**src/rtl/core/cfa_pkg.sv**
```systemverilog
// Shared types and constants of the contiguous fit allocator.
`timescale 1ns / 1ps
`default_nettype none

package cfa_pkg;

  localparam int UNITS  = 256;
  localparam int ADDR_W = $clog2(UNITS);
  localparam int CNT_W  = ADDR_W + 1;
  localparam int PC_W   = 4;

  localparam logic       OP_ALLOC   = 1'b0;
  localparam logic       OP_FREE    = 1'b1;

  localparam logic [1:0] MODE_FIRST = 2'd0;
  localparam logic [1:0] MODE_WORST = 2'd1;
  localparam logic [1:0] MODE_BEST  = 2'd2;

  typedef enum logic [1:0] {
    ST_OK      = 2'd0,
    ST_NOSPACE = 2'd1,
    ST_RANGE   = 2'd2
  } status_t;

  typedef struct packed {
    logic              operation;
    logic [CNT_W-1:0]  length;
    logic [ADDR_W-1:0] start_unit;
  } cfa_in_t;

  typedef struct packed {
    logic [1:0]        status;
    logic [ADDR_W-1:0] placed_start;
    logic [CNT_W-1:0]  used_units;
  } cfa_out_t;

  // Jump conditions of the microprogram.
  typedef enum logic [3:0] {
    C_NEXT,
    C_ALWAYS,
    C_NO_REQ,
    C_IS_ALLOC,
    C_FREE_BAD,
    C_LEN_ZERO,
    C_IDX_NOT_LAST,
    C_IDX_NOT_END,
    C_CNT_NOT_LAST,
    C_NO_PICK,
    C_OUT_BUSY
  } cond_t;

  typedef struct packed {
    cond_t           cond;
    logic [PC_W-1:0] target;
    logic            accept;
    logic            clr_wr;
    logic            idx_inc;
    logic            eval;
    logic            eval_end;
    logic            rd_free;
    logic            mark;
    logic            cnt_inc;
    logic            set_st;
    status_t         st;
    logic            set_placed;
    logic            load_out;
  } cfa_ctrl_t;

  typedef struct packed {
    logic no_req;
    logic is_alloc;
    logic free_bad;
    logic len_zero;
    logic idx_not_last;
    logic idx_not_end;
    logic cnt_not_last;
    logic no_pick;
    logic out_busy;
  } cfa_flags_t;

endpackage

`default_nettype wire

```
**src/rtl/core/cfa_seq.sv**
```systemverilog
// Microprogram sequencer: step counter, control store and jump logic.
`timescale 1ns / 1ps
`default_nettype none

module cfa_seq (
  input  wire                      clk,
  input  wire                      rst_n,
  input  wire cfa_pkg::cfa_flags_t flags,
  output cfa_pkg::cfa_ctrl_t       ctrl
);
  import cfa_pkg::*;

  localparam logic [PC_W-1:0] S_CLEAR    = 4'd0;
  localparam logic [PC_W-1:0] S_IDLE     = 4'd1;
  localparam logic [PC_W-1:0] S_DISP     = 4'd2;
  localparam logic [PC_W-1:0] S_F_CHK    = 4'd3;
  localparam logic [PC_W-1:0] S_F_LOOP   = 4'd4;
  localparam logic [PC_W-1:0] S_F_DRAIN  = 4'd5;
  localparam logic [PC_W-1:0] S_A_CHK    = 4'd6;
  localparam logic [PC_W-1:0] S_PRIME    = 4'd7;
  localparam logic [PC_W-1:0] S_SCAN     = 4'd8;
  localparam logic [PC_W-1:0] S_SCAN_END = 4'd9;
  localparam logic [PC_W-1:0] S_MARK     = 4'd10;
  localparam logic [PC_W-1:0] S_RESULT   = 4'd11;
  localparam logic [PC_W-1:0] S_RETURN   = 4'd12;

  logic [PC_W-1:0] pc_r;
  logic [PC_W-1:0] pc_nxt;
  logic            take;

  function automatic cfa_ctrl_t rom(input logic [PC_W-1:0] a);
    cfa_ctrl_t w;
    w        = '0;
    w.cond   = C_NEXT;
    w.st     = ST_OK;
    w.target = S_IDLE;
    unique case (a)
      S_CLEAR: begin
        w.clr_wr = 1'b1; w.idx_inc = 1'b1;
        w.cond = C_IDX_NOT_LAST; w.target = S_CLEAR;
      end
      S_IDLE: begin
        w.accept = 1'b1; w.cond = C_NO_REQ; w.target = S_IDLE;
      end
      S_DISP: begin
        w.cond = C_IS_ALLOC; w.target = S_A_CHK;
      end
      S_F_CHK: begin
        w.set_st = 1'b1; w.st = ST_RANGE;
        w.cond = C_FREE_BAD; w.target = S_RESULT;
      end
      S_F_LOOP: begin
        w.rd_free = 1'b1; w.cnt_inc = 1'b1; w.set_st = 1'b1; w.st = ST_OK;
        w.cond = C_CNT_NOT_LAST; w.target = S_F_LOOP;
      end
      S_F_DRAIN: begin
        w.cond = C_ALWAYS; w.target = S_RESULT;
      end
      S_A_CHK: begin
        w.set_st = 1'b1; w.st = ST_RANGE;
        w.cond = C_LEN_ZERO; w.target = S_RESULT;
      end
      S_PRIME: begin
        w.idx_inc = 1'b1;
      end
      S_SCAN: begin
        w.eval = 1'b1; w.idx_inc = 1'b1;
        w.cond = C_IDX_NOT_END; w.target = S_SCAN;
      end
      S_SCAN_END: begin
        w.eval_end = 1'b1; w.set_st = 1'b1; w.st = ST_NOSPACE;
        w.cond = C_NO_PICK; w.target = S_RESULT;
      end
      S_MARK: begin
        w.mark = 1'b1; w.cnt_inc = 1'b1; w.set_st = 1'b1; w.st = ST_OK;
        w.set_placed = 1'b1;
        w.cond = C_CNT_NOT_LAST; w.target = S_MARK;
      end
      S_RESULT: begin
        w.load_out = 1'b1; w.cond = C_OUT_BUSY; w.target = S_RESULT;
      end
      S_RETURN: begin
        w.cond = C_ALWAYS; w.target = S_IDLE;
      end
      default: begin
        w.cond = C_ALWAYS; w.target = S_IDLE;
      end
    endcase
    return w;
  endfunction

  assign ctrl = rom(pc_r);

  always_comb begin
    unique case (ctrl.cond)
      C_NEXT:         take = 1'b0;
      C_ALWAYS:       take = 1'b1;
      C_NO_REQ:       take = flags.no_req;
      C_IS_ALLOC:     take = flags.is_alloc;
      C_FREE_BAD:     take = flags.free_bad;
      C_LEN_ZERO:     take = flags.len_zero;
      C_IDX_NOT_LAST: take = flags.idx_not_last;
      C_IDX_NOT_END:  take = flags.idx_not_end;
      C_CNT_NOT_LAST: take = flags.cnt_not_last;
      C_NO_PICK:      take = flags.no_pick;
      C_OUT_BUSY:     take = flags.out_busy;
      default:        take = 1'b0;
    endcase
    pc_nxt = take ? ctrl.target : pc_r + PC_W'(1);
  end

  always_ff @(posedge clk) begin
    if (!rst_n) begin
      pc_r <= S_CLEAR;
    end else begin
      pc_r <= pc_nxt;
    end
  end

endmodule

`default_nettype wire

```
**src/rtl/core/contiguous_fit_allocator.sv**
```systemverilog
// Top level of the contiguous fit allocator: occupancy map and datapath.
//
// A request on the in_ channel either allocates a contiguous run of units
// (first, worst or best fit, as cfg_wdata last set the mode) or frees a
// range. Each request gives exactly one result on the out_ channel with
// its status, the start of the placed run and the count of used units.
// Requests are handled one at a time by a microprogram over a 256 x 1
// occupancy memory with one read and one write port.
// An allocation makes one full scan of the map at one unit a cycle, then
// marks the chosen run at one unit a cycle. A free works at one unit a
// cycle with the read and clear overlapped. Failed checks go straight to
// the result. In each case the result appears before the next request
// can be taken.
// After reset a clearing pass over all 256 units empties the map;
// in_stall is high meanwhile, while mode writes are taken at any time.
// The result waits in an output register; when out_stall holds it there,
// the next request is still taken and worked on, and its result waits
// until the register is free.
`timescale 1ns / 1ps
`default_nettype none

module contiguous_fit_allocator (
  input  wire                    clk,
  input  wire                    rst_n,
  input  wire                    in_valid,
  output logic                   in_stall,
  input  wire cfa_pkg::cfa_in_t  in_data,
  output logic                   out_valid,
  input  wire                    out_stall,
  output cfa_pkg::cfa_out_t      out_data,
  input  wire                    cfg_we,
  input  wire [1:0]              cfg_wdata
);
  import cfa_pkg::*;

  cfa_ctrl_t  ctrl;
  cfa_flags_t flags;

  logic              map_mem [UNITS];
  logic              rd_data_r;
  logic [ADDR_W-1:0] rd_addr;
  logic              wr_en;
  logic [ADDR_W-1:0] wr_addr;
  logic              wr_data;

  logic [1:0]        fit_mode_r;
  cfa_in_t           req_r;
  logic [CNT_W-1:0]  idx_r;
  logic [CNT_W-1:0]  cnt_r;
  logic [ADDR_W-1:0] run_start_r;
  logic [CNT_W-1:0]  run_len_r;
  logic [ADDR_W-1:0] pick_start_r;
  logic [CNT_W-1:0]  pick_len_r;
  logic              have_r;
  logic [CNT_W-1:0]  used_r;
  status_t           status_r;
  logic [ADDR_W-1:0] placed_r;
  logic              pend_r;
  logic [ADDR_W-1:0] pend_addr_r;
  logic              out_valid_r;
  cfa_out_t          out_r;

  logic              accept;
  logic              busy;
  logic [ADDR_W-1:0] pos;
  logic [ADDR_W-1:0] free_addr;
  logic [ADDR_W-1:0] mark_addr;
  logic              better;
  logic [CNT_W:0]    free_end;

  cfa_seq u_seq (
    .clk   (clk),
    .rst_n (rst_n),
    .flags (flags),
    .ctrl  (ctrl)
  );

  assign accept    = ctrl.accept & in_valid;
  assign in_stall  = ~ctrl.accept;
  assign busy      = ctrl.eval_end | rd_data_r;
  assign pos       = ADDR_W'(idx_r - CNT_W'(1));
  assign free_addr = ADDR_W'(CNT_W'(req_r.start_unit) + cnt_r);
  assign mark_addr = ADDR_W'(CNT_W'(pick_start_r) + cnt_r);
  assign free_end  = (CNT_W + 1)'(req_r.start_unit) + (CNT_W + 1)'(req_r.length);

  always_comb begin
    case (fit_mode_r)
      MODE_WORST: better = ~have_r | (run_len_r > pick_len_r);
      MODE_BEST:  better = ~have_r | (run_len_r < pick_len_r);
      default:    better = ~have_r;
    endcase
  end

  always_comb begin
    flags.no_req       = ~in_valid;
    flags.is_alloc     = (req_r.operation == OP_ALLOC);
    flags.free_bad     = (req_r.length == '0) || (free_end > (CNT_W + 1)'(UNITS));
    flags.len_zero     = (req_r.length == '0);
    flags.idx_not_last = (idx_r != CNT_W'(UNITS - 1));
    flags.idx_not_end  = (idx_r != CNT_W'(UNITS));
    flags.cnt_not_last = (cnt_r != req_r.length - CNT_W'(1));
    // The run that ends at the last unit is closed in the same step, so it counts too.
    flags.no_pick      = ~have_r & (run_len_r < req_r.length);
    flags.out_busy     = out_valid_r & out_stall;
  end

  // One write port: clearing pass, marking, or the delayed clear of a free.
  always_comb begin
    rd_addr = ctrl.rd_free ? free_addr : idx_r[ADDR_W-1:0];
    wr_en   = 1'b0;
    wr_addr = idx_r[ADDR_W-1:0];
    wr_data = 1'b0;
    if (ctrl.clr_wr) begin
      wr_en = 1'b1;
    end else if (ctrl.mark) begin
      wr_en   = 1'b1;
      wr_addr = mark_addr;
      wr_data = 1'b1;
    end else if (pend_r) begin
      wr_en   = 1'b1;
      wr_addr = pend_addr_r;
    end
  end

  always_ff @(posedge clk) begin
    if (wr_en) begin
      map_mem[wr_addr] <= wr_data;
    end
    rd_data_r <= map_mem[rd_addr];
  end

  always_ff @(posedge clk) begin
    if (!rst_n) begin
      fit_mode_r  <= MODE_FIRST;
      idx_r       <= '0;
      used_r      <= '0;
      pend_r      <= 1'b0;
      out_valid_r <= 1'b0;
    end else begin
      if (cfg_we) begin
        fit_mode_r <= cfg_wdata;
      end

      if (accept) begin
        req_r     <= in_data;
        idx_r     <= '0;
        cnt_r     <= '0;
        run_len_r <= '0;
        have_r    <= 1'b0;
        placed_r  <= '0;
      end else begin
        if (ctrl.idx_inc) begin
          idx_r <= idx_r + CNT_W'(1);
        end
        if (ctrl.cnt_inc) begin
          cnt_r <= cnt_r + CNT_W'(1);
        end
        // Run tracking: the read data belongs to the unit one behind idx_r.
        if (ctrl.eval || ctrl.eval_end) begin
          if (!busy) begin
            if (run_len_r == '0) begin
              run_start_r <= pos;
            end
            run_len_r <= run_len_r + CNT_W'(1);
          end else begin
            if ((run_len_r >= req_r.length) && better) begin
              pick_start_r <= run_start_r;
              pick_len_r   <= run_len_r;
              have_r       <= 1'b1;
            end
            run_len_r <= '0;
          end
        end
        if (ctrl.set_st) begin
          status_r <= ctrl.st;
        end
        if (ctrl.set_placed) begin
          placed_r <= pick_start_r;
        end
      end

      // The chosen run is wholly free, so every marked unit adds one.
      if (ctrl.mark) begin
        used_r <= used_r + CNT_W'(1);
      end else if (pend_r && rd_data_r) begin
        used_r <= used_r - CNT_W'(1);
      end

      pend_r      <= ctrl.rd_free;
      pend_addr_r <= free_addr;

      if (ctrl.load_out && !flags.out_busy) begin
        out_valid_r <= 1'b1;
      end else if (!out_stall) begin
        out_valid_r <= 1'b0;
      end
    end
  end

  always_ff @(posedge clk) begin
    if (ctrl.load_out && !flags.out_busy) begin
      out_r.status       <= status_r;
      out_r.placed_start <= placed_r;
      out_r.used_units   <= used_r;
    end
  end

  assign out_valid = out_valid_r;
  assign out_data  = out_r;

endmodule

`default_nettype wire

```
**config.mk**
```make
export PLATFORM = sky130hd
export DESIGN_NAME = contiguous_fit_allocator
export DESIGN_NICKNAME = d
export VERILOG_FILES = /design/src/rtl/core/cfa_pkg.sv /design/src/rtl/core/cfa_seq.sv /design/src/rtl/core/contiguous_fit_allocator.sv
export SDC_FILE = /design/constraint.sdc
export NUM_CORES = 1
export LEC_CHECK = 0
export BUFFER_PORTS_ARGS = -buffer_cell sky130_fd_sc_hd__clkbuf_2
export CAP_MARGIN = 20
export CORE_UTILIZATION = 45
export CTS_CLUSTER_SIZE = 30
export DETAILED_ROUTE_END_ITERATION = 8
export SYNTH_ARGS = -nofsm -noshare
export SYNTH_HDL_FRONTEND = slang
export SYNTH_HIERARCHICAL = 1
export SYNTH_SLANG_ARGS = --single-unit
```
**constraint.sdc**
```tcl
create_clock -name clk -period 9.31 [get_ports clk]
set_clock_uncertainty 0.05 [all_clocks]
set_input_delay 0.931 -clock clk [delete_from_list [all_inputs] [get_ports clk]]
set_output_delay 0.931 -clock clk [all_outputs]
set_load 0.005 [all_outputs]
```
== Word level (Yosys, flattened, before mapping) ==
Memory sizes are Yosys's and may differ from the RTL's. A register that Yosys moved wholly into a read port is not among the register bits.
Cells that the tools add are included.

* Memories kept: 1
* ROM bits: 0
* Input port bits: 25
* Memory bits (writable): 256
* Flip-flop bits (word level): 125
* Latch bits: 0

{| class="wikitable"
|+ Memory list
! memory !! words !! width !! rd ports !! clocked after memory_dff !! wr ports !! line !! RTL
|-
| map_mem || 256 || 1 || 1 || 1 || 1 || contiguous_fit_allocator.sv:39 || <nowiki>logic map_mem [UNITS];</nowiki>
|}

* Equal/unequal tests: 27
* Multipliers: 0
* Reduce and logical (&&, ||, !) cells: 27
* Multiplexer cells: 36
* Bitwise gates (word level): 13
* Order comparisons: 5
* Add/sub/neg operators: 11
* Shifts and indexed selects: 0
* Div/mod/pow operators: 0

{| class="wikitable"
|+ Operators with widths
! operator !! number
|-
| case mux 8 bit (12 select lines) || 1
|-
| 2-to-1 mux 9 bit || 5
|-
| 2-to-1 mux 8 bit || 5
|-
| adder 9 x 1 -> 9 bit, second input constant || 4
|-
| == test 4 x 3 -> 1 bit, second input constant || 8
|-
| == test 4 bit, second input constant || 7
|-
| 2-to-1 mux 1 bit || 21
|-
| zero test 9 bit || 2
|-
| less-than comparator 9 bit || 2
|-
| subtractor 9 x 1 -> 9 bit, second input constant || 2
|-
| adder 8 bit || 2
|-
| == test 4 x 2 -> 1 bit, second input constant || 4
|-
| nonzero test 2 bit || 6
|-
| adder 8 x 9 -> 10 bit || 1
|-
| > comparator 10 x 9 -> 1 bit, second input constant || 1
|-
| case mux 1 bit (10 select lines) || 1
|-
| AND reduction 5 bit || 2
|-
| >= comparator 9 bit || 1
|-
| > comparator 9 bit || 1
|-
| inequality test 9 x 8 -> 1 bit, second input constant || 1
|-
| inequality test 9 bit || 1
|-
| inequality test 9 bit, second input constant || 1
|-
| case mux 3 bit (3 select lines) || 1
|-
| == test 4 x 1 -> 1 bit, second input constant || 2
|-
| other kinds (19) || 37
|}

== Depth between registers and ports, before layout ==
* Depth after elaboration: 7
* Gate-level depth with buffers: 17
* Gate-level depth less buffers: 16

== By module ==
The synthesis kept the hierarchy.

{| class="wikitable"
|+ Modules (own cells, without submodules)
! module !! area an instance (um^2) !! seq. area each (um^2) !! cells an instance !! instances
|-
| contiguous_fit_allocator || 18018.5 || 11120.7 || 1364 || 1
|-
| cfa_seq || 698.2 || 80.1 || 95 || 1
|}

== Worst setup path after synthesis ==
No wires, ideal clock.

* Path type: flip-flop to flip-flop
* Start: register u_seq.pc_r[2]
* End: memory map_mem[0] (data pin)
* Setup time: 0.769 ns
* Cell stages (with the launch flop): 7
* Slack: 4.269 ns
* Arrival time: 4.221 ns
* Buffers on the path: 3
* Cells stage by stage: dfxtp_1 > buf_2 > buf_1 > nor3_1 > clkbuf_1 > nand2b_1 > inv_1

{| class="wikitable"
|+ RTL lines
! item !! line !! RTL
|-
| from (decl) || cfa_seq.sv:27 || <nowiki>logic [PC_W-1:0] pc_r;</nowiki>
|-
| from (signal assigned) || cfa_seq.sv:116 || <nowiki>pc_r <= pc_nxt;</nowiki>
|-
| to (decl) || contiguous_fit_allocator.sv:39 ||
|}

==> impl_metrics.env <==
export IMPL_status="finished, final reports clean"
export IMPL_hold_viol=0
export IMPL_power_leakage_nw=7.572
export IMPL_tightest_slew_ns=0.9965
export IMPL_dr_wl_met3_mm=2.070
export IMPL_start_util_pct=45.73
export IMPL_dp_slack_ns=4.494
export IMPL_wl_mm=40.67
export IMPL_port_buffers=45
export IMPL_wl_met1_mm=17.74
export IMPL_dr_wl_met2_mm=19.77
export IMPL_dr_pass1_iters=5
export IMPL_postSynthAreaPerCell_um2=12.83
export IMPL_num_fill_cells=3577
export IMPL_gp_congestion=0.8644
export IMPL_multi_input_area_um2=6903
export IMPL_p_total_mw=4.912
export IMPL_htreeDepth=2
export IMPL_coreArea_um2=40920
export IMPL_max_slew_margin_pct=33.57
export IMPL_vias_per_cell=5.569
export IMPL_clkTransAtPathRegs_ns=0.06
export IMPL_fmax_ghz=0.2111
export IMPL_antenna_cells=0
export IMPL_nets=1581
export IMPL_wl_per_cell_um=19.83
export IMPL_grt_total_usage_pct=19.79
export IMPL_rows=74
export IMPL_crit_slowest_cell="dfxtp_1"
export IMPL_fp_dieH_um=205.9
export IMPL_tns_ns=0
export IMPL_end_kind="flip-flop"
export IMPL_required_ns=9.71
export IMPL_syn_area_um2=18710
export IMPL_cts_sinks=382
export IMPL_critPathArrivalTime_ns=5.13
export IMPL_clk_path_buf_depth=3
export IMPL_detailed_place_hpwl_mm=26.08
export IMPL_rsz0062_at_grt="false"
export IMPL_cap_violations=0
export IMPL_top_layer_used="met4"
export IMPL_synthToLayoutAreaGrowth_pct=10.68
export IMPL_final_cell_mix="edfxtp_1, nor2_1, ha_1"
export IMPL_regArea_um2=11200
export IMPL_worst_setup_path_type="flip-flop to flip-flop"
export IMPL_hold_class="flip-flop to flip-flop"
export IMPL_period_share_pct=50.88
export IMPL_fin_ws_ns=4.573
export IMPL_final_common_cell="edfxtp_1"
export IMPL_clock_latency_ns=0.57
export IMPL_cts_buffers_inserted=42
export IMPL_drc=0
export IMPL_io_pins=46
export IMPL_ff2ff_setup_slack_ns=4.57
export IMPL_chipWidth_um=205.9
export IMPL_path_cells="and3b_2 -> mux2i_4 -> buf_4 -> buf_4 -> mux4_1 -> mux2i_1 -> nor2_1 -> o31ai_2 -> nor2_1 -> o41ai_2 -> nor4_1"
export IMPL_syn_nets=1548
export IMPL_overflow=0
export IMPL_antenna_found_initial=0
export IMPL_min_period_ns=4.737
export IMPL_grt_max_degree=134
export IMPL_setup_violations=0
export IMPL_detail_route_iter0_violations=861
export IMPL_postRouteAntennaNets=0
export IMPL_maxSlewViolCount=0
export IMPL_die_area_um2=42400
export IMPL_drive_gt1_share_pct=13.96
export IMPL_worst_hold_slack_ns=0.3661
export IMPL_postCtsHoldBufs=0
export IMPL_startpoint_type="flip-flop"
export IMPL_slowest_delay_ns=0.86
export IMPL_post_cts_setup_buffers=0
export IMPL_cp_max_fo=33
export IMPL_grt_pass1_vias=11140
export IMPL_cts_tree="yes"
export IMPL_cts_resized=0
export IMPL_grt_pass1_wl_mm=63.38
export IMPL_cts_root_buf="clkbuf_16"
export IMPL_power_density_nw_per_um2=237.2
export IMPL_ir_drop_uv=128.3
export IMPL_synthCells=1458
export IMPL_yosys_warnings=6
export IMPL_dr_total_vias=11420
## where the power goes
| part | leakage (nW) | switching [mW] | internal (mW) |
|---|---|---|---|
| registers | 3.80 | 0.0983 | 1.96 |
| logic | 3.14 | 0.736 | 0.516 |
| clock network | 0.629 | 0.674 | 0.926 |
## worst paths after layout
check	to	depth (start not counted)	startpoint
worst max-delay path	rd_data_r$_DFF_P_	11	u_seq/pc_r[2]$_SDFF_PN0_
worst min-delay path	out_data[10]$_DFFE_PP_	0	placed_r[1]$_SDFFCE_PP0P_
worst max register to register	rd_data_r$_DFF_P_	11	u_seq/pc_r[2]$_SDFF_PN0_
worst min register to register	out_data[10]$_DFFE_PP_	0	placed_r[1]$_SDFFCE_PP0P_
## through the flow
step	instance area (um^2)	instances	utilization, %
after floorplan	18710	1458	-
after global placement	19350	1976	47.29
after detailed placement	19350	1976	47.29
after CTS	20660	2048	50.49
after global routing	20710	2051	50.61
final	20710	2051	50.61
## metal layers
layer  up-vias  global-route usage [%]
li1       5417                       -
met1      5683                   26.22
met2       249                   32.86
met3        73                   3.359
met4         0                   6.933
met5         -                       0
## critical path: cells and delay by family (launching register included)
kind,cells,cell delay (ns)
flops,1,0.86
mux,3,1.07
simple gates,4,0.80
buf+inv,2,1.24
compound gates,2,0.56
## flip-flops by register name, indices dropped and copies added (netlist names)
| name | count |
|---|---|
| pend_r | 1 |
| placed_r | 8 |
| used_r | 9 |
| map_mem | 256 |
| fit_mode_r | 2 |
| status_r | 2 |
| out_data | 19 |
| pick_len_r | 9 |
| run_start_r | 8 |
| out_valid | 1 |
| u_seq/pc_r | 4 |
| rd_data_r | 1 |
| cnt_r | 9 |
| idx_r | 9 |
| run_len_r | 9 |
| pick_start_r | 8 |
| req_r | 18 |
| pend_addr_r | 8 |
| have_r | 1 |
## layout make-up
class	instances	area share [%]
Clock buffer	49	5.304
Clock inverter	23	1.021
Inverter	54	1.003
Multi-Input combinational cell	943	33.33
Sequential cell	382	54.08
Tap cell	532	3.214
Timing Repair Buffer	68	2.054
No activity file was read; power rests on OpenSTA's default activity.
